[src/kdpc_pkg.sv]
// Shared types and constants for the key debounce press counter.
package kdpc_pkg;

   // Debounce states
   localparam logic [1:0] ST_UP          = 2'd0;
   localparam logic [1:0] ST_DOWN_BOUNCE = 2'd1;
   localparam logic [1:0] ST_DOWN        = 2'd2;
   localparam logic [1:0] ST_UP_BOUNCE   = 2'd3;

   // Request opcodes
   localparam logic [1:0] OP_TICK       = 2'd0;
   localparam logic [1:0] OP_READ_COUNT = 2'd1;
   localparam logic [1:0] OP_READ_STATE = 2'd2;

   // Register indexes (byte address bit 2)
   localparam logic REG_TICK_PERIOD = 1'b0;
   localparam logic REG_BOUNCE_TIME = 1'b1;

   localparam logic [7:0] COUNT_LIMIT       = 8'd250;
   localparam logic [7:0] TICK_PERIOD_RESET = 8'd10;
   localparam logic [7:0] BOUNCE_TIME_RESET = 8'd20;

   typedef struct packed {
      logic [1:0] op;
      logic       pin_pressed;
      logic       clear_count;
   } req_word_type;

   typedef struct packed {
      logic [1:0] btn_state;
      logic [7:0] press_count;
      logic       changed;
   } rsp_word_type;

endpackage

[src/kdpc_stream_if.sv]
// Valid/ready stream interfaces for the request and response channels.
interface kdpc_req_if;
   logic       valid;
   logic       ready;
   logic [1:0] op;
   logic       pin_pressed;
   logic       clear_count;

   modport source (output valid, output op, output pin_pressed, output clear_count,
                   input ready);
   modport sink   (input valid, input op, input pin_pressed, input clear_count,
                   output ready);
endinterface

interface kdpc_rsp_if;
   logic       valid;
   logic       ready;
   logic [1:0] btn_state;
   logic [7:0] press_count;
   logic       changed;

   modport source (output valid, output btn_state, output press_count, output changed,
                   input ready);
   modport sink   (input valid, input btn_state, input press_count, input changed,
                   output ready);
endinterface

[src/key_debounce_press_counter.sv]
// Push-button debouncer with saturating release counter, top level.
//
//  channel   dir  handshake              word
//  req_ch    in   valid/ready            op, pin_pressed, clear_count
//  rsp_ch    out  valid/ready            btn_state, press_count, changed
//  csr       in   APB (psel/penable)     tick_period_ms @0x0, bounce_time_ms @0x4
//
// One word per cycle sustained while the response side keeps ready high;
// words pass through the input register, then the result register. The debounce
// update runs in the single logic stage between the two registers.
// Reset is synchronous: key up, timer/count/flag zero, registers 10 and 20.
// A stalled response holds the result register; the input register keeps
// taking words while the result register is free or being drained.
module key_debounce_press_counter
   import kdpc_pkg::*;
(
   input  logic        clock,
   input  logic        reset,
   kdpc_req_if.sink    req_ch,
   kdpc_rsp_if.source  rsp_ch,
   input  logic        psel,
   input  logic        penable,
   input  logic        pwrite,
   input  logic [2:0]  paddr,
   input  logic [31:0] pwdata,
   output logic [31:0] prdata,
   output logic        pready
);

   // Config registers
   logic [7:0] tick_period_ff, bounce_time_ff;

   // Input stage
   logic         s1_valid_ff;
   req_word_type s1_word_ff;

   // Result stage
   logic         rsp_valid_ff;
   rsp_word_type rsp_word_ff;

   // Debounce state
   logic [1:0] state_ff, state_in;
   logic [8:0] elapsed_ff, elapsed_in;
   logic [7:0] count_ff, count_in;
   logic       flag_ff, flag_in;
   logic       flag_out;

   logic       rsp_load;
   logic       s1_load;
   logic [8:0] elapsed_sum;
   logic       settled;
   logic       csr_write;

   // ---------------- configuration port ----------------
   assign pready    = 1'b1;
   assign csr_write = psel && penable && pwrite;

   always_comb begin
      prdata = 32'd0;
      if (paddr[2] == REG_BOUNCE_TIME) begin
         prdata = {24'd0, bounce_time_ff};
      end else begin
         prdata = {24'd0, tick_period_ff};
      end
   end

   always_ff @(posedge clock) begin
      if (reset) begin
         tick_period_ff <= TICK_PERIOD_RESET;
         bounce_time_ff <= BOUNCE_TIME_RESET;
      end else if (csr_write) begin
         if (paddr[2] == REG_TICK_PERIOD) begin
            tick_period_ff <= pwdata[7:0];
         end else begin
            bounce_time_ff <= pwdata[7:0];
         end
      end
   end

   // ---------------- pipeline control ----------------
   // Result register loads when empty or being drained this cycle.
   assign rsp_load     = s1_valid_ff && (!rsp_valid_ff || rsp_ch.ready);
   assign s1_load      = !s1_valid_ff || rsp_load;
   assign req_ch.ready = s1_load;

   always_ff @(posedge clock) begin
      if (reset) begin
         s1_valid_ff <= 1'b0;
      end else if (s1_load) begin
         s1_valid_ff <= req_ch.valid;
      end
   end

   always_ff @(posedge clock) begin
      if (s1_load && req_ch.valid) begin
         s1_word_ff.op          <= req_ch.op;
         s1_word_ff.pin_pressed <= req_ch.pin_pressed;
         s1_word_ff.clear_count <= req_ch.clear_count;
      end
   end

   // ---------------- debounce update ----------------
   // Bounce timer: 9-bit sum never wraps for 8-bit operands and stops
   // growing only past the point where it is compared.
   assign elapsed_sum = elapsed_ff + {1'b0, tick_period_ff};
   assign settled     = elapsed_sum >= {1'b0, bounce_time_ff};

   always_comb begin
      state_in   = state_ff;
      elapsed_in = elapsed_ff;
      count_in   = count_ff;
      flag_in    = flag_ff;
      flag_out   = flag_ff;
      case (s1_word_ff.op)
         OP_TICK: begin
            unique case (state_ff)
               ST_UP: begin
                  if (s1_word_ff.pin_pressed) begin
                     elapsed_in = 9'd0;
                     state_in   = ST_DOWN_BOUNCE;
                  end
               end
               ST_DOWN_BOUNCE: begin
                  elapsed_in = elapsed_sum;
                  if (settled) begin
                     if (s1_word_ff.pin_pressed) begin
                        flag_in  = 1'b1;
                        state_in = ST_DOWN;
                     end else begin
                        state_in = ST_UP;
                     end
                  end
               end
               ST_DOWN: begin
                  if (!s1_word_ff.pin_pressed) begin
                     elapsed_in = 9'd0;
                     state_in   = ST_UP_BOUNCE;
                  end
               end
               default: begin
                  // up-bounce: confirmed release bumps the count
                  elapsed_in = elapsed_sum;
                  if (settled) begin
                     if (!s1_word_ff.pin_pressed) begin
                        flag_in  = 1'b1;
                        state_in = ST_UP;
                        if (count_ff < COUNT_LIMIT) begin
                           count_in = count_ff + 8'd1;
                        end
                     end else begin
                        state_in = ST_DOWN;
                     end
                  end
               end
            endcase
            flag_out = flag_in;
         end
         OP_READ_COUNT: begin
            if (s1_word_ff.clear_count) begin
               count_in = 8'd0;
            end
         end
         OP_READ_STATE: begin
            // report the flag as it was, then clear it
            flag_in = 1'b0;
         end
         default: begin
         end
      endcase
   end

   always_ff @(posedge clock) begin
      if (reset) begin
         state_ff   <= ST_UP;
         elapsed_ff <= 9'd0;
         count_ff   <= 8'd0;
         flag_ff    <= 1'b0;
      end else if (rsp_load) begin
         state_ff   <= state_in;
         elapsed_ff <= elapsed_in;
         count_ff   <= count_in;
         flag_ff    <= flag_in;
      end
   end

   // ---------------- result register ----------------
   always_ff @(posedge clock) begin
      if (reset) begin
         rsp_valid_ff <= 1'b0;
      end else if (rsp_load) begin
         rsp_valid_ff <= 1'b1;
      end else if (rsp_ch.ready) begin
         rsp_valid_ff <= 1'b0;
      end
   end

   always_ff @(posedge clock) begin
      if (rsp_load) begin
         rsp_word_ff.btn_state   <= state_in;
         rsp_word_ff.press_count <= count_in;
         rsp_word_ff.changed     <= flag_out;
      end
   end

   assign rsp_ch.valid       = rsp_valid_ff;
   assign rsp_ch.btn_state   = rsp_word_ff.btn_state;
   assign rsp_ch.press_count = rsp_word_ff.press_count;
   assign rsp_ch.changed     = rsp_word_ff.changed;

endmodule

[src/flat_wrapper.sv]
// flat-port wrapper written by rule: the top's interface ports become plain ports
module key_debounce_press_counter_flat import kdpc_pkg::*;
  (clock, reset, psel, penable, pwrite, paddr, pwdata, prdata, pready, req_ch_valid, req_ch_op, req_ch_pin_pressed, req_ch_clear_count, req_ch_ready, rsp_ch_valid, rsp_ch_btn_state, rsp_ch_press_count, rsp_ch_changed, rsp_ch_ready);
  kdpc_req_if req_ch_i ();
  kdpc_rsp_if rsp_ch_i ();
  input  logic clock;
  input  logic reset;
  input  logic psel;
  input  logic penable;
  input  logic pwrite;
  input  logic [2:0] paddr;
  input  logic [31:0] pwdata;
  output logic [31:0] prdata;
  output logic pready;
  input wire logic [$bits(req_ch_i.valid)-1:0] req_ch_valid;
  input wire logic [$bits(req_ch_i.op)-1:0] req_ch_op;
  input wire logic [$bits(req_ch_i.pin_pressed)-1:0] req_ch_pin_pressed;
  input wire logic [$bits(req_ch_i.clear_count)-1:0] req_ch_clear_count;
  output wire logic [$bits(req_ch_i.ready)-1:0] req_ch_ready;
  output wire logic [$bits(rsp_ch_i.valid)-1:0] rsp_ch_valid;
  output wire logic [$bits(rsp_ch_i.btn_state)-1:0] rsp_ch_btn_state;
  output wire logic [$bits(rsp_ch_i.press_count)-1:0] rsp_ch_press_count;
  output wire logic [$bits(rsp_ch_i.changed)-1:0] rsp_ch_changed;
  input wire logic [$bits(rsp_ch_i.ready)-1:0] rsp_ch_ready;
  assign req_ch_i.valid = req_ch_valid;
  assign req_ch_i.op = req_ch_op;
  assign req_ch_i.pin_pressed = req_ch_pin_pressed;
  assign req_ch_i.clear_count = req_ch_clear_count;
  assign req_ch_ready = req_ch_i.ready;
  assign rsp_ch_valid = rsp_ch_i.valid;
  assign rsp_ch_btn_state = rsp_ch_i.btn_state;
  assign rsp_ch_press_count = rsp_ch_i.press_count;
  assign rsp_ch_changed = rsp_ch_i.changed;
  assign rsp_ch_i.ready = rsp_ch_ready;
  key_debounce_press_counter u_core (.clock(clock), .reset(reset), .req_ch(req_ch_i), .rsp_ch(rsp_ch_i), .psel(psel), .penable(penable), .pwrite(pwrite), .paddr(paddr), .pwdata(pwdata), .prdata(prdata), .pready(pready));
endmodule
[config.mk]
export PLATFORM = sky130hd
export DESIGN_NAME = key_debounce_press_counter_flat
export DESIGN_NICKNAME = d
export VERILOG_FILES = /design/src/kdpc_pkg.sv /design/src/kdpc_stream_if.sv /design/src/key_debounce_press_counter.sv /design/src/flat_wrapper.sv
export SDC_FILE = /design/constraint.sdc
export NUM_CORES = 1
export LEC_CHECK = 0
export BUFFER_PORTS_ARGS = -buffer_cell sky130_fd_sc_hd__buf_4
export CAP_MARGIN = 40
export CORE_UTILIZATION = 55
export CTS_CLUSTER_DIAMETER = 50
export DETAILED_ROUTE_END_ITERATION = 8
export PLACE_DENSITY = 0.84
export SKIP_CTS_REPAIR_TIMING = 1
export SKIP_LAST_GASP = 1
export SYNTH_ARGS = -nofsm -noshare
export SYNTH_HDL_FRONTEND = slang
export SYNTH_SLANG_ARGS = --single-unit
export TNS_END_PERCENT = 50
[constraint.sdc]
create_clock -name clock -period 8.6 [get_ports clock]
set_clock_uncertainty 0.2 [all_clocks]
set_input_delay 0.86 -clock clock [delete_from_list [all_inputs] [get_ports clock]]
set_output_delay 0.86 -clock clock [all_outputs]
set_load 0.1 [all_outputs]
==> results of run 1 <==
flip-flops by register name, indices dropped and copies added, names as in the netlist:
name	flops
u_core.bounce_time_ff	8
u_core.count_ff	8
u_core.elapsed_ff	9
u_core.flag_ff	1
u_core.rsp_ch.btn_state	2
u_core.rsp_ch.changed	1
u_core.rsp_ch.press_count	8
u_core.rsp_ch.valid	1
u_core.s1_valid_ff	1
u_core.s1_word_ff	4
u_core.state_ff	2
u_core.tick_period_ff	8
cell usage in the layout (no fill, tap or decap), types with 6 or more instances in the layout:
cell type | synthesis | layout
sky130_fd_sc_hd__ha_1 | 17 | 17
sky130_fd_sc_hd__mux2_2 | 9 | 9
sky130_fd_sc_hd__nor2_1 | 35 | 35
sky130_fd_sc_hd__edfxtp_1 | 15 | 15
sky130_fd_sc_hd__inv_1 | 19 | 19
sky130_fd_sc_hd__a21o_1 | 7 | 7
sky130_fd_sc_hd__nand2_1 | 40 | 40
sky130_fd_sc_hd__conb_1 | 2 | 25
sky130_fd_sc_hd__nand3_1 | 8 | 8
sky130_fd_sc_hd__mux2i_1 | 8 | 8
sky130_fd_sc_hd__a21oi_1 | 18 | 18
sky130_fd_sc_hd__o21ai_0 | 9 | 9
sky130_fd_sc_hd__a22oi_1 | 6 | 6
sky130_fd_sc_hd__o21a_1 | 6 | 6
sky130_fd_sc_hd__buf_4 | 25 | 41
sky130_fd_sc_hd__dfxtp_1 | 38 | 38
path summary, 6_finish.rpt:
kind,slack (ns),end
max,4.15,u_core.rsp_ch.press_count[4]
min,0.28,u_core.bounce_time_ff[6]
min reg2reg,0.28,u_core.bounce_time_ff[6]
max reg2reg,4.15,u_core.rsp_ch.press_count[4]
layout make-up:
type,count,area (um^2)
Multi-Input combinational cell,270,1720
Timing Repair Buffer,41,308
Fill cell,465,2020
Tap cell,72,90.1
Sequential cell,53,1210
Clock buffer,6,76.3
Clock inverter,2,38.8
Inverter,19,71.3
metal layers:
metal,vias up,GRT usage,routed length (um),part of all wire
li1,1301,-,-,-
met1,1257,0.278,2870,0.43
met2,87,0.404,3380,0.50
met3,12,0.0424,321,0.048
met4,0,0.113,165,0.025
met5,-,0,0,0
worst max-delay path, stage by stage, from the launching register on:
cell                       delay, ns
sky130_fd_sc_hd__dfxtp_1        0.35
sky130_fd_sc_hd__ha_1           0.22
sky130_fd_sc_hd__fa_1           0.47
sky130_fd_sc_hd__a211oi_1       0.45
sky130_fd_sc_hd__o21bai_1       0.14
sky130_fd_sc_hd__a21oi_1        0.21
sky130_fd_sc_hd__xnor2_1        0.19
sky130_fd_sc_hd__ha_1           0.22
sky130_fd_sc_hd__o21a_1         0.17
sky130_fd_sc_hd__o21ai_0        0.10
sky130_fd_sc_hd__o221ai_2       0.77
sky130_fd_sc_hd__nand2_1        0.32
sky130_fd_sc_hd__o311a_1        0.40
cell families (layout without fill, tap and decap cells):
kind of cell | after synthesis | after routing
AO/OA/AOI/OAI | 89 | 89
XOR/XNOR | 7 | 7
adder cells (fa/ha/maj) | 18 | 18
buffers and inverters | 55 | 68
flip-flops | 53 | 53
multiplexers | 18 | 18
other | 2 | 25
AND/OR/NAND/NOR | 113 | 113
where the power goes:
group | switching, mW | internal (mW)
Sequential | 0.00398 | 0.262
Clock | 0.0836 | 0.0906
Combinational | 0.101 | 0.0202
stage by stage:
stage	hold slack [ns]	std cells
after detailed placement	0.269	455
after floorplan	0.246	378
after CTS	0.282	463
final	0.282	463
after global routing	0.303	463
after global placement	0.259	454
==> impl_metrics.prom, run 1 <==
# TYPE chip_impl_metric gauge
chip_impl_info{name="status",value="complete, no violations"} 1
chip_impl_metric{name="floorplan.die.height",unit="um"} 78.0
chip_impl_metric{name="portBuffers",unit=""} 40
chip_impl_metric{name="layout.cell_area.non_filler",unit="um^2"} 3520
chip_impl_metric{name="worst_r2r_path_depth",unit=""} 12
chip_impl_metric{name="post_synth_instance_area",unit="um^2"} 3180
chip_impl_metric{name="grt_start_max_net_pins",unit=""} 34
chip_impl_metric{name="gp_congestion",unit=""} 0.853
chip_impl_metric{name="synth_warnings",unit=""} 0
chip_impl_metric{name="report.final.setup_viol",unit=""} 0
chip_impl_metric{name="final_core_utilization",unit=""} 0.635
chip_impl_metric{name="grt_use_total",unit=""} 0.233
chip_impl_info{name="rsz0062_at_grt",value="false"} 1
chip_impl_metric{name="synth.distinct_cells",unit=""} 55
chip_impl_metric{name="grt_pass1_vias",unit=""} 2476
chip_impl_metric{name="route.antenna.remaining_nets",unit=""} 0
chip_impl_metric{name="max_cap_violations",unit=""} 0
chip_impl_metric{name="vdd_ir_drop_max",unit="uV"} 96.2
chip_impl_metric{name="detail_route.drc_violations",unit=""} 0
chip_impl_info{name="synth_most_common_cell",value="sky130_fd_sc_hd__nand2_1"} 1
chip_impl_info{name="criticalPathCategory",value="flip-flop to flip-flop"} 1
chip_impl_metric{name="grt_overflow_total",unit=""} 0
chip_impl_info{name="worstHoldPathType",value="flip-flop to flip-flop"} 1
chip_impl_metric{name="clock_path_buffers",unit=""} 2
chip_impl_metric{name="clock.fmax",unit="MHz"} 224
chip_impl_info{name="timing.critical_path.from",value="u_core.tick_period_ff[0]"} 1
chip_impl_metric{name="firstDrtPassIters",unit=""} 4
chip_impl_metric{name="worst_pin_slew",unit="ns"} 0.950
chip_impl_metric{name="cts-buffers-inserted",unit=""} 5
chip_impl_metric{name="place_area",unit="um^2"} 3400
chip_impl_info{name="start_kind",value="flip-flop"} 1
chip_impl_metric{name="synth-compound-area-share",unit=""} 0.195
chip_impl_metric{name="max-slew-margin-rel",unit=""} 0.366
chip_impl_metric{name="synth_top_area_share",unit=""} 0.240
chip_impl_metric{name="initial_cell_density_of_the_core",unit=""} 0.573
chip_impl_info{name="yosys-top-cells-count",value="sky130_fd_sc_hd__nand2_1, sky130_fd_sc_hd__dfxtp_1, sky130_fd_sc_hd__nor2_1"} 1
chip_impl_info{name="synth_top_cells_by_area",value="sky130_fd_sc_hd__dfxtp_1, sky130_fd_sc_hd__edfxtp_1, sky130_fd_sc_hd__ha_1"} 1
chip_impl_metric{name="timing_max_transition_violations_final",unit=""} 0
chip_impl_info{name="hold_path_startpoint",value="u_core.bounce_time_ff[6]"} 1
chip_impl_metric{name="yosysSeqAreaShare",unit=""} 0.381
chip_impl_metric{name="synth_area_per_cell",unit="um^2"} 8.95
chip_impl_metric{name="postRouteWirelength",unit="mm"} 6.73
chip_impl_metric{name="finalSetupTns",unit="ns"} 0
chip_impl_metric{name="adder_cell_area_share_of_the_yosys_netlist",unit=""} 0.0733
chip_impl_metric{name="place_ws",unit="ns"} 4.27
chip_impl_metric{name="p_total",unit="uW"} 561
chip_impl_info{name="synth-main-ff-cell",value="sky130_fd_sc_hd__dfxtp_1"} 1
chip_impl_info{name="regToRegStartpoint",value="u_core.tick_period_ff[0]"} 1
chip_impl_metric{name="wire_per_inst",unit="um"} 14.5
chip_impl_info{name="synth_largest_area_cell",value="sky130_fd_sc_hd__dfxtp_1"} 1
chip_impl_metric{name="io-pin-count",unit=""} 92
chip_impl_metric{name="synth.area.mux_share",unit=""} 0.0619
chip_impl_metric{name="nNetsFinal",unit=""} 454
chip_impl_metric{name="final.min_clock_period",unit="ns"} 4.45
chip_impl_metric{name="worst_hold_path_cells",unit=""} 2
chip_impl_metric{name="number_of_antenna_violations_at_the_first_check_in_global_routing",unit=""} 0
chip_impl_metric{name="postSynthRegisterBits",unit=""} 53
chip_impl_metric{name="crit_path_dat",unit="ns"} 4.33
chip_impl_metric{name="num_vias",unit=""} 2657
chip_impl_metric{name="critical_path_required",unit="ns"} 8.48
chip_impl_metric{name="detail_route.vias_per_cell",unit=""} 5.74
chip_impl_metric{name="postSynth.asyncResetShare",unit=""} 0
chip_impl_metric{name="antenna_diodes",unit=""} 0
chip_impl_metric{name="core.rowCount",unit=""} 27
chip_impl_metric{name="synthSimpleGateAreaFrac",unit=""} 0.164
chip_impl_metric{name="power_leakage",unit="nW"} 1.45
chip_impl_metric{name="power.density_cell_area",unit="nW/um^2"} 159
chip_impl_metric{name="dp_hpwl",unit="mm"} 4.96
chip_impl_metric{name="clock-sinks",unit=""} 53
chip_impl_metric{name="finalWorstSetupSlack",unit="ns"} 4.15
chip_impl_metric{name="crit_path_max_fanout",unit=""} 20
chip_impl_info{name="tritoncts",value="built"} 1
chip_impl_metric{name="clock_tree.htree_level_count",unit=""} 2
chip_impl_metric{name="path_clk_slew",unit="ns"} 0.10
chip_impl_metric{name="xor_xnor_fraction_of_synth_area",unit=""} 0.0193
chip_impl_metric{name="area_overhead_vs_synth",unit="%"} 10.8
chip_impl_metric{name="wire_length_of_the_first_global_routing_pass",unit="mm"} 11.1
chip_impl_metric{name="drive_gt1_frac",unit=""} 0.171
chip_impl_metric{name="synth-edff-count",unit=""} 15
chip_impl_info{name="largest_family_of_logic_cells_by_synthesized_area",value="compound AO/OA/AOI/OAI gates"} 1
chip_impl_metric{name="die_area",unit="um^2"} 6080
chip_impl_metric{name="die_width",unit="um"} 78.0
chip_impl_info{name="crit_path_end_kind",value="flip-flop"} 1
chip_impl_metric{name="core_area",unit="um^2"} 5540
chip_impl_info{name="clk_root_buffer_cell",value="sky130_fd_sc_hd__clkbuf_8"} 1
chip_impl_metric{name="final-hold-violation-count",unit=""} 0
chip_impl_metric{name="synthesis.instances",unit=""} 355
chip_impl_metric{name="initialDrtViolationCount",unit=""} 106
chip_impl_metric{name="clk-insertion-delay-late",unit="ns"} 0.31
chip_impl_metric{name="period_share",unit=""} 0.518
(Power assumes the default switching activity.)
==> run 2: changes to the inputs <==
--- a/config.mk
+++ b/config.mk
@@ -5,12 +5,13 @@
 export SDC_FILE = /design/constraint.sdc
 export NUM_CORES = 1
 export LEC_CHECK = 0
+export ABC_AREA = 1
 export BUFFER_PORTS_ARGS = -buffer_cell sky130_fd_sc_hd__buf_4
 export CAP_MARGIN = 40
-export CORE_UTILIZATION = 55
+export CORE_UTILIZATION = 52
 export CTS_CLUSTER_DIAMETER = 50
 export DETAILED_ROUTE_END_ITERATION = 8
-export PLACE_DENSITY = 0.84
+export PLACE_DENSITY = 0.8
 export SKIP_CTS_REPAIR_TIMING = 1
 export SKIP_LAST_GASP = 1
 export SYNTH_ARGS = -nofsm -noshare
==> constraint.sdc (replaced) <==
create_clock -name clock -period 4.3 [get_ports clock]
set_clock_uncertainty 0.2 [all_clocks]
set_input_delay 0.43 -clock clock [delete_from_list [all_inputs] [get_ports clock]]
set_output_delay 0.43 -clock clock [all_outputs]
set_load 0.1 [all_outputs]
==> impl_metrics.prom, run 2 <==
# TYPE chip_impl_metric gauge
chip_impl_info{name="synth_most_common_cell",value="sky130_fd_sc_hd__nand2_1"} 1
chip_impl_metric{name="firstDrtPassIters",unit=""} 4
chip_impl_metric{name="num_vias",unit=""} 2718
chip_impl_metric{name="floorplan.die.height",unit="um"} 79.7
chip_impl_metric{name="timing_max_transition_violations_final",unit=""} 0
chip_impl_info{name="timing.critical_path.cells",value="ha_1 -> fa_1 -> nand2_1 -> nand2_1 -> nand2_1 -> nor2_1 -> nor2_1 -> xnor2_1 -> ha_1 -> nand2_1 -> nand2_1 -> a21oi_1 -> nand2_1 -> a21oi_1 -> nand2_2 -> nand3_1 -> nor2_1 -> nand2_1 -> nand2_1"} 1
chip_impl_info{name="critical_path.most_common_cell",value="sky130_fd_sc_hd__nand2_1"} 1
chip_impl_metric{name="slack_of_the_worst_reg_to_reg_path",unit="ns"} 0.92
chip_impl_metric{name="place_ws",unit="ns"} 0.959
chip_impl_metric{name="final-hold-violation-count",unit=""} 0
chip_impl_metric{name="synth.distinct_cells",unit=""} 30
chip_impl_metric{name="clock_path_buffers",unit=""} 2
chip_impl_metric{name="wire_length_of_the_first_global_routing_pass",unit="mm"} 10.5
chip_impl_metric{name="initial_cell_density_of_the_core",unit=""} 0.554
chip_impl_metric{name="area_overhead_vs_synth",unit="%"} 10.5
chip_impl_metric{name="grt_use_total",unit=""} 0.208
chip_impl_info{name="slowest_stage",value="sky130_fd_sc_hd__fa_1"} 1
chip_impl_metric{name="nNetsFinal",unit=""} 530
chip_impl_metric{name="worst_r2r_path_depth",unit=""} 19
chip_impl_metric{name="finalSetupTns",unit="ns"} 0
chip_impl_info{name="criticalPathCategory",value="flip-flop to flip-flop"} 1
chip_impl_metric{name="synth_top_area_share",unit=""} 0.242
chip_impl_metric{name="synth-edff-count",unit=""} 15
chip_impl_metric{name="cts-buffers-inserted",unit=""} 5
chip_impl_metric{name="report.final.setup_viol",unit=""} 0
chip_impl_metric{name="vdd_ir_drop_max",unit="uV"} 244
chip_impl_metric{name="max_cap_violations",unit=""} 0
chip_impl_metric{name="dp_hpwl",unit="mm"} 4.60
chip_impl_info{name="timing.rr.end",value="u_core.rsp_ch.press_count[0]"} 1
chip_impl_info{name="synth_largest_area_cell",value="sky130_fd_sc_hd__dfxtp_1"} 1
chip_impl_metric{name="core_area",unit="um^2"} 5680
chip_impl_info{name="tritoncts",value="built"} 1
chip_impl_metric{name="drive_gt1_frac",unit=""} 0.124
chip_impl_info{name="status",value="complete, no violations"} 1
chip_impl_info{name="hold_path_startpoint",value="req_ch_clear_count"} 1
chip_impl_info{name="synth_top_cells_by_area",value="sky130_fd_sc_hd__dfxtp_1, sky130_fd_sc_hd__edfxtp_1, sky130_fd_sc_hd__nand2_1"} 1
chip_impl_metric{name="count_of_buffer_and_inverter_cells_on_the_critical_path",unit=""} 0
chip_impl_info{name="worstHoldPathType",value="primary input to flip-flop"} 1
chip_impl_metric{name="synth_warnings",unit=""} 0
chip_impl_metric{name="die_area",unit="um^2"} 6360
chip_impl_metric{name="synthesis.instances",unit=""} 430
chip_impl_metric{name="clock-sinks",unit=""} 53
chip_impl_metric{name="synth_area_per_cell",unit="um^2"} 7.31
chip_impl_metric{name="post_synth_instance_area",unit="um^2"} 3140
chip_impl_metric{name="detail_route.drc_violations",unit=""} 0
chip_impl_metric{name="crit_path_dat",unit="ns"} 3.23
chip_impl_metric{name="power.density_cell_area",unit="nW/um^2"} 327
chip_impl_info{name="layout.cells.most_common_list",value="sky130_fd_sc_hd__nand2_1, sky130_fd_sc_hd__inv_1, sky130_fd_sc_hd__buf_4, sky130_fd_sc_hd__dfxtp_1, sky130_fd_sc_hd__a21oi_1"} 1
chip_impl_metric{name="grt_overflow_total",unit=""} 0
chip_impl_metric{name="postSynthRegisterBits",unit=""} 53
chip_impl_info{name="largest-register",value="u_core.elapsed_ff"} 1
chip_impl_metric{name="crit_path_max_fanout",unit=""} 13
chip_impl_metric{name="wire_per_inst",unit="um"} 11.5
chip_impl_metric{name="detail_route.vias_per_cell",unit=""} 5.04
chip_impl_metric{name="grt_start_max_net_pins",unit=""} 25
chip_impl_metric{name="antenna_diodes",unit=""} 0
chip_impl_metric{name="worst_path_largest_cell_delay",unit="ns"} 0.41
chip_impl_info{name="synth-main-ff-cell",value="sky130_fd_sc_hd__dfxtp_1"} 1
chip_impl_metric{name="gp_congestion",unit=""} 0.877
chip_impl_info{name="yosys-top-cells-count",value="sky130_fd_sc_hd__nand2_1, sky130_fd_sc_hd__inv_1, sky130_fd_sc_hd__dfxtp_1"} 1
chip_impl_info{name="timing.critical_path.max_delay_family",value="simple AND/OR/NAND/NOR gates"} 1
chip_impl_metric{name="die_width",unit="um"} 79.7
chip_impl_metric{name="worst_hold_path_cells",unit=""} 1
chip_impl_info{name="clk_root_buffer_cell",value="sky130_fd_sc_hd__clkbuf_8"} 1
chip_impl_info{name="regToRegStartpoint",value="u_core.tick_period_ff[0]"} 1
chip_impl_metric{name="grt_pass1_vias",unit=""} 2417
chip_impl_metric{name="clock_tree.htree_level_count",unit=""} 2
chip_impl_info{name="start_kind",value="flip-flop"} 1
chip_impl_info{name="crit_path_end_kind",value="flip-flop"} 1
chip_impl_metric{name="largest_reg_flops",unit=""} 9
chip_impl_info{name="rsz0062_at_grt",value="false"} 1
chip_impl_info{name="mostFrequentLayoutCell",value="sky130_fd_sc_hd__nand2_1"} 1
chip_impl_info{name="worst_hold_path.endpoint",value="u_core.s1_word_ff[0]"} 1
chip_impl_metric{name="number_of_antenna_violations_at_the_first_check_in_global_routing",unit=""} 0
chip_impl_metric{name="period_share",unit=""} 0.787
chip_impl_metric{name="route.antenna.remaining_nets",unit=""} 0
chip_impl_metric{name="path_clk_slew",unit="ns"} 0.09
chip_impl_metric{name="io-pin-count",unit=""} 92
chip_impl_metric{name="yosysSeqAreaShare",unit=""} 0.385
chip_impl_metric{name="core.rowCount",unit=""} 27
chip_impl_metric{name="critical_path_required",unit="ns"} 4.15
chip_impl_metric{name="clock.fmax",unit="MHz"} 296
chip_impl_metric{name="finalWorstSetupSlack",unit="ns"} 0.918
chip_impl_metric{name="max-slew-margin-rel",unit=""} 0.442
chip_impl_metric{name="postRouteWirelength",unit="mm"} 6.19
chip_impl_metric{name="clk-insertion-delay-late",unit="ns"} 0.31
chip_impl_metric{name="worst_pin_slew",unit="ns"} 0.828
chip_impl_metric{name="postSynth.asyncResetShare",unit=""} 0
chip_impl_metric{name="final.min_clock_period",unit="ns"} 3.38
chip_impl_metric{name="power_leakage",unit="nW"} 1.68
chip_impl_metric{name="filler_instances",unit=""} 506
chip_impl_metric{name="initialDrtViolationCount",unit=""} 166
chip_impl_metric{name="portBuffers",unit=""} 40
-- run 2: per-layer routing --
| layer | track usage | wire length, um |
|---|---|---|
| met1 | 0.284 | 2970 |
| met2 | 0.332 | 2820 |
| met3 | 0.0366 | 314 |
| met4 | 0.0696 | 92 |
| met5 | 0 | 0 |
-- run 2: cell type report --
class	count	area, um^2	share of cell area
multi-input combinational	304	1550	0.446
timing repair buffer	40	300	0.0865
sequential	53	1210	0.349
clock inverter	3	22.5	0.00648
inverter	62	233	0.0670
tap	72	90.1	0.0259
clock buffer	5	68.8	0.0198
-- run 2: worst max path at each step --
stage | start | end | slack [ns] | cells after the start
floorplan | paddr[2] | prdata[1] | 0.86 | 3
global placement | u_core.tick_period_ff[0] | u_core.rsp_ch.press_count[2] | 0.97 | 19
detailed placement | u_core.tick_period_ff[0] | u_core.count_ff[6] | 0.96 | 21
CTS | u_core.tick_period_ff[0] | u_core.count_ff[6] | 0.95 | 21
global route | u_core.tick_period_ff[0] | u_core.count_ff[1] | 0.63 | 21
finish | u_core.tick_period_ff[0] | u_core.rsp_ch.press_count[0] | 0.92 | 19
-- run 2: stage by stage --
stage / power [mW] / hold WS [ns] / instance area (um^2) / cells / util
after floorplan: 0.834 / 0.245 / 3230 / 453 / -
after global routing: 1.19 / 0.0745 / 3470 / 539 / 0.612
after global placement: 0.861 / 0.255 / 3380 / 531 / 0.596
after CTS: 1.14 / 0.0835 / 3470 / 539 / 0.612
after detailed placement: 0.866 / 0.261 / 3380 / 531 / 0.596
final: 1.14 / 0.0899 / 3470 / 539 / 0.612
-- run 2: logic make-up (layout without fill, tap and decap cells) --
group	Yosys count	after routing	synth area share
AOI/OAI and AO/OA	74	74	0.125
xor gates and xnor gates	8	8	0.0223
adders and majority gates	18	18	0.0740
buffers and inverters	96	110	0.150
DFF	53	53	0.385
other	2	25	0.00239
and+or+nand+nor	179	179	0.242
-- run 2: report_power, final --
| part | internal, mW | leakage (nW) | switching (mW) |
|---|---|---|---|
| Clock | 0.114 | 0.0364 | 0.166 |
| Combinational | 0.0558 | 1.19 | 0.249 |
| Sequential | 0.536 | 0.454 | 0.0144 |
| Total | 0.706 | 1.68 | 0.429 |
==> run 3: changes to the inputs <==
==> constraint.sdc (replaced) <==
create_clock -name clock -period 3.35 [get_ports clock]
set_clock_uncertainty 0.2 [all_clocks]
set_input_delay 0.335 -clock clock [delete_from_list [all_inputs] [get_ports clock]]
set_output_delay 0.335 -clock clock [all_outputs]
set_load 0.1 [all_outputs]
==> impl_metrics.prom, run 3 (synthesis gave the netlist of run 2 again) <==
# TYPE chip_impl_metric gauge
chip_impl_metric{name="die_width",unit="um"} 79.7
chip_impl_info{name="timing.critical_path.max_delay_family",value="simple AND/OR/NAND/NOR gates"} 1
chip_impl_metric{name="vdd_ir_drop_max",unit="uV"} 206
chip_impl_metric{name="p_sw",unit="uW"} 548
chip_impl_metric{name="wire_length_of_the_first_global_routing_pass",unit="mm"} 11.1
chip_impl_info{name="tritoncts",value="built"} 1
chip_impl_metric{name="number_of_antenna_violations_at_the_first_check_in_global_routing",unit=""} 0
chip_impl_metric{name="power.density_cell_area",unit="nW/um^2"} 412
chip_impl_metric{name="grt_overflow_total",unit=""} 0
chip_impl_metric{name="cts-buffers-inserted",unit=""} 5
chip_impl_info{name="clk_root_buffer_cell",value="sky130_fd_sc_hd__clkbuf_8"} 1
chip_impl_info{name="slowest_stage",value="sky130_fd_sc_hd__fa_2"} 1
chip_impl_metric{name="max_cap_violations",unit=""} 0
chip_impl_info{name="crit_path_end_kind",value="flip-flop"} 1
chip_impl_metric{name="grt_use_met1",unit=""} 0.288
chip_impl_metric{name="register_area",unit="um^2"} 1210
chip_impl_info{name="gr-max-usage-layer",value="met2"} 1
chip_impl_metric{name="drive_gt1_frac",unit=""} 0.158
chip_impl_metric{name="multi_input_comb_area",unit="um^2"} 1590
chip_impl_metric{name="clk-insertion-delay-late",unit="ns"} 0.31
chip_impl_metric{name="clock-sinks",unit=""} 53
chip_impl_metric{name="final-hold-violation-count",unit=""} 0
chip_impl_metric{name="detail_route.vias_per_cell",unit=""} 5.16
chip_impl_metric{name="max-slew-margin-rel",unit=""} 0.484
chip_impl_metric{name="worst_hold_path_cells",unit=""} 3
chip_impl_metric{name="antenna_diodes",unit=""} 0
chip_impl_metric{name="firstDrtPassIters",unit=""} 5
chip_impl_metric{name="route.antenna.remaining_nets",unit=""} 0
chip_impl_metric{name="grt_start_max_net_pins",unit=""} 25
chip_impl_metric{name="filler_instances",unit=""} 491
chip_impl_metric{name="finalWorstSetupSlack",unit="ns"} 0.0417
chip_impl_metric{name="power.share.clock",unit=""} 0.248
chip_impl_metric{name="portBuffers",unit=""} 40
chip_impl_metric{name="largest_reg_flops",unit=""} 9
chip_impl_metric{name="clock_tree.htree_level_count",unit=""} 2
chip_impl_metric{name="crit_path_max_fanout",unit=""} 6
chip_impl_metric{name="core_area",unit="um^2"} 5680
chip_impl_metric{name="clock.fmax",unit="MHz"} 302
chip_impl_metric{name="internal-power",unit="uW"} 942
chip_impl_metric{name="grtUsageMet2",unit=""} 0.362
chip_impl_metric{name="worst_path_largest_cell_delay",unit="ns"} 0.39
chip_impl_metric{name="dp_hpwl",unit="mm"} 4.67
chip_impl_metric{name="detail_route.drc_violations",unit=""} 0
chip_impl_metric{name="share_seq_of_total_power",unit=""} 0.474
chip_impl_metric{name="crit_path_dat",unit="ns"} 3.16
chip_impl_metric{name="grt_use_total",unit=""} 0.221
chip_impl_info{name="criticalPathCategory",value="flip-flop to flip-flop"} 1
chip_impl_metric{name="period_share",unit=""} 0.988
chip_impl_metric{name="num_vias",unit=""} 2851
chip_impl_metric{name="path_clk_slew",unit="ns"} 0.09
chip_impl_metric{name="place_ws",unit="ns"} -0.0361
chip_impl_info{name="rsz0062_at_grt",value="true"} 1
chip_impl_metric{name="share_comb_of_total_power",unit=""} 0.278
chip_impl_metric{name="worst-path-stages",unit=""} 18
chip_impl_metric{name="critical_path_required",unit="ns"} 3.20
chip_impl_metric{name="p_total",unit="mW"} 1.49
chip_impl_metric{name="report.final.setup_viol",unit=""} 0
chip_impl_metric{name="use_met3",unit=""} 0.0411
chip_impl_info{name="timing.critical_path.cells",value="ha_4 -> fa_2 -> nand2_2 -> nand2_2 -> nand2_2 -> buf_4 -> xor2_1 -> ha_1 -> nand2_1 -> nor2_1 -> nand2_1 -> nand3_1 -> a21oi_2 -> nand2_2 -> nand3_1 -> nor2_1 -> nand2_1 -> nand2_1"} 1
chip_impl_metric{name="die_area",unit="um^2"} 6360
chip_impl_metric{name="clock_path_buffers",unit=""} 2
chip_impl_metric{name="initial_cell_density_of_the_core",unit=""} 0.554
chip_impl_metric{name="power_leakage",unit="nW"} 1.75
chip_impl_info{name="largest-register",value="u_core.elapsed_ff"} 1
chip_impl_metric{name="core.rowCount",unit=""} 27
chip_impl_metric{name="nNetsFinal",unit=""} 543
chip_impl_metric{name="io-pin-count",unit=""} 92
chip_impl_metric{name="gp_congestion",unit=""} 0.874
chip_impl_info{name="start_kind",value="flip-flop"} 1
chip_impl_metric{name="area_overhead_vs_synth",unit="%"} 15.2
chip_impl_metric{name="floorplan.die.height",unit="um"} 79.7
chip_impl_metric{name="sw_frac_of_total",unit=""} 0.368
chip_impl_info{name="mostFrequentLayoutCell",value="sky130_fd_sc_hd__nand2_1"} 1
chip_impl_metric{name="grt_pass1_vias",unit=""} 2527
chip_impl_metric{name="worst_r2r_path_depth",unit=""} 18
chip_impl_metric{name="count_of_buffer_and_inverter_cells_on_the_critical_path",unit=""} 1
chip_impl_metric{name="postRouteWirelength",unit="mm"} 6.77
chip_impl_metric{name="wire_per_inst",unit="um"} 12.3
chip_impl_metric{name="final.min_clock_period",unit="ns"} 3.31
chip_impl_metric{name="timing_max_transition_violations_final",unit=""} 0
chip_impl_info{name="status",value="complete, no violations"} 1
chip_impl_info{name="layout.cells.most_common_list",value="sky130_fd_sc_hd__nand2_1, sky130_fd_sc_hd__inv_1, sky130_fd_sc_hd__buf_4, sky130_fd_sc_hd__dfxtp_1, sky130_fd_sc_hd__a21oi_1"} 1
chip_impl_metric{name="initialDrtViolationCount",unit=""} 147
chip_impl_info{name="worstHoldPathType",value="primary input to flip-flop"} 1
chip_impl_metric{name="worst_pin_slew",unit="ns"} 0.766
## run 3: cell count changes in the layout (fill, tap and decap cells not counted), sizes merged
cell / change
clkinvlp: -3
nand2: +1
clkbuf: +3
dlygate4sd3: +4
buf: +8
## run 3: path summary, 6_finish.rpt
check	from	endpoint	slack, ns
worst max-delay path	u_core.tick_period_ff[0]	u_core.rsp_ch.press_count[0]	0.04
worst min-delay path	pwdata[3]	u_core.tick_period_ff[3]	0.04
worst max register to register	u_core.tick_period_ff[0]	u_core.rsp_ch.press_count[0]	0.04
worst min register to register	u_core.elapsed_ff[7]	u_core.elapsed_ff[7]	0.29
## run 3: final cells by class
cell class | count | share of cell area
Clock buffer | 8 | 0.0249
Inverter | 62 | 0.0643
Multi-Input combinational cell | 305 | 0.439
Sequential cell | 53 | 0.335
Tap cell | 72 | 0.0249
Timing Repair Buffer | 52 | 0.112
## run 3: metrics by stage
| step | instance area [um^2] | std cells | util | TNS, ns | hold WS (ns) |
|---|---|---|---|---|---|
| after floorplan | 3230 | 453 | - | 0 | 0.234 |
| after global placement | 3400 | 533 | 0.599 | 0 | 0.255 |
| after detailed placement | 3400 | 533 | 0.599 | -0.146 | 0.262 |
| after CTS | 3490 | 541 | 0.614 | -0.178 | -0.00717 |
| after global routing | 3620 | 552 | 0.638 | -1.04 | 0.0606 |
| final | 3620 | 552 | 0.638 | 0 | 0.0440 |
## run 3: metal layers
| layer | up-vias | wire, um |
|---|---|---|
| li1 | 1437 | - |
| met2 | 100 | 3200 |
| met3 | 12 | 354 |
| met1 | 1302 | 3080 |
| met4 | 0 | 132 |
| met5 | - | 0 |
## run 3: power by group through the flow
stage	registers, mW	clock network (mW)	logic [mW]
2_1_floorplan	0.772	0	0.299
3_3_place_gp	0.720	0	0.387
3_5_place_dp	0.721	0	0.392
4_1_cts	0.706	0.375	0.393
5_1_grt	0.710	0.402	0.440
6_report	0.707	0.369	0.414
## run 3: worst register-to-register path, delay by kind of cell (launching register included)
family / cells / cell delay, ns
AOI/OAI and AO/OA: 1 / 0.22
and+or+nand+nor: 12 / 1.11
adders and majority gates: 3 / 0.86
buffers and inverters: 1 / 0.10
xor gates and xnor gates: 1 / 0.21
DFF: 1 / 0.36
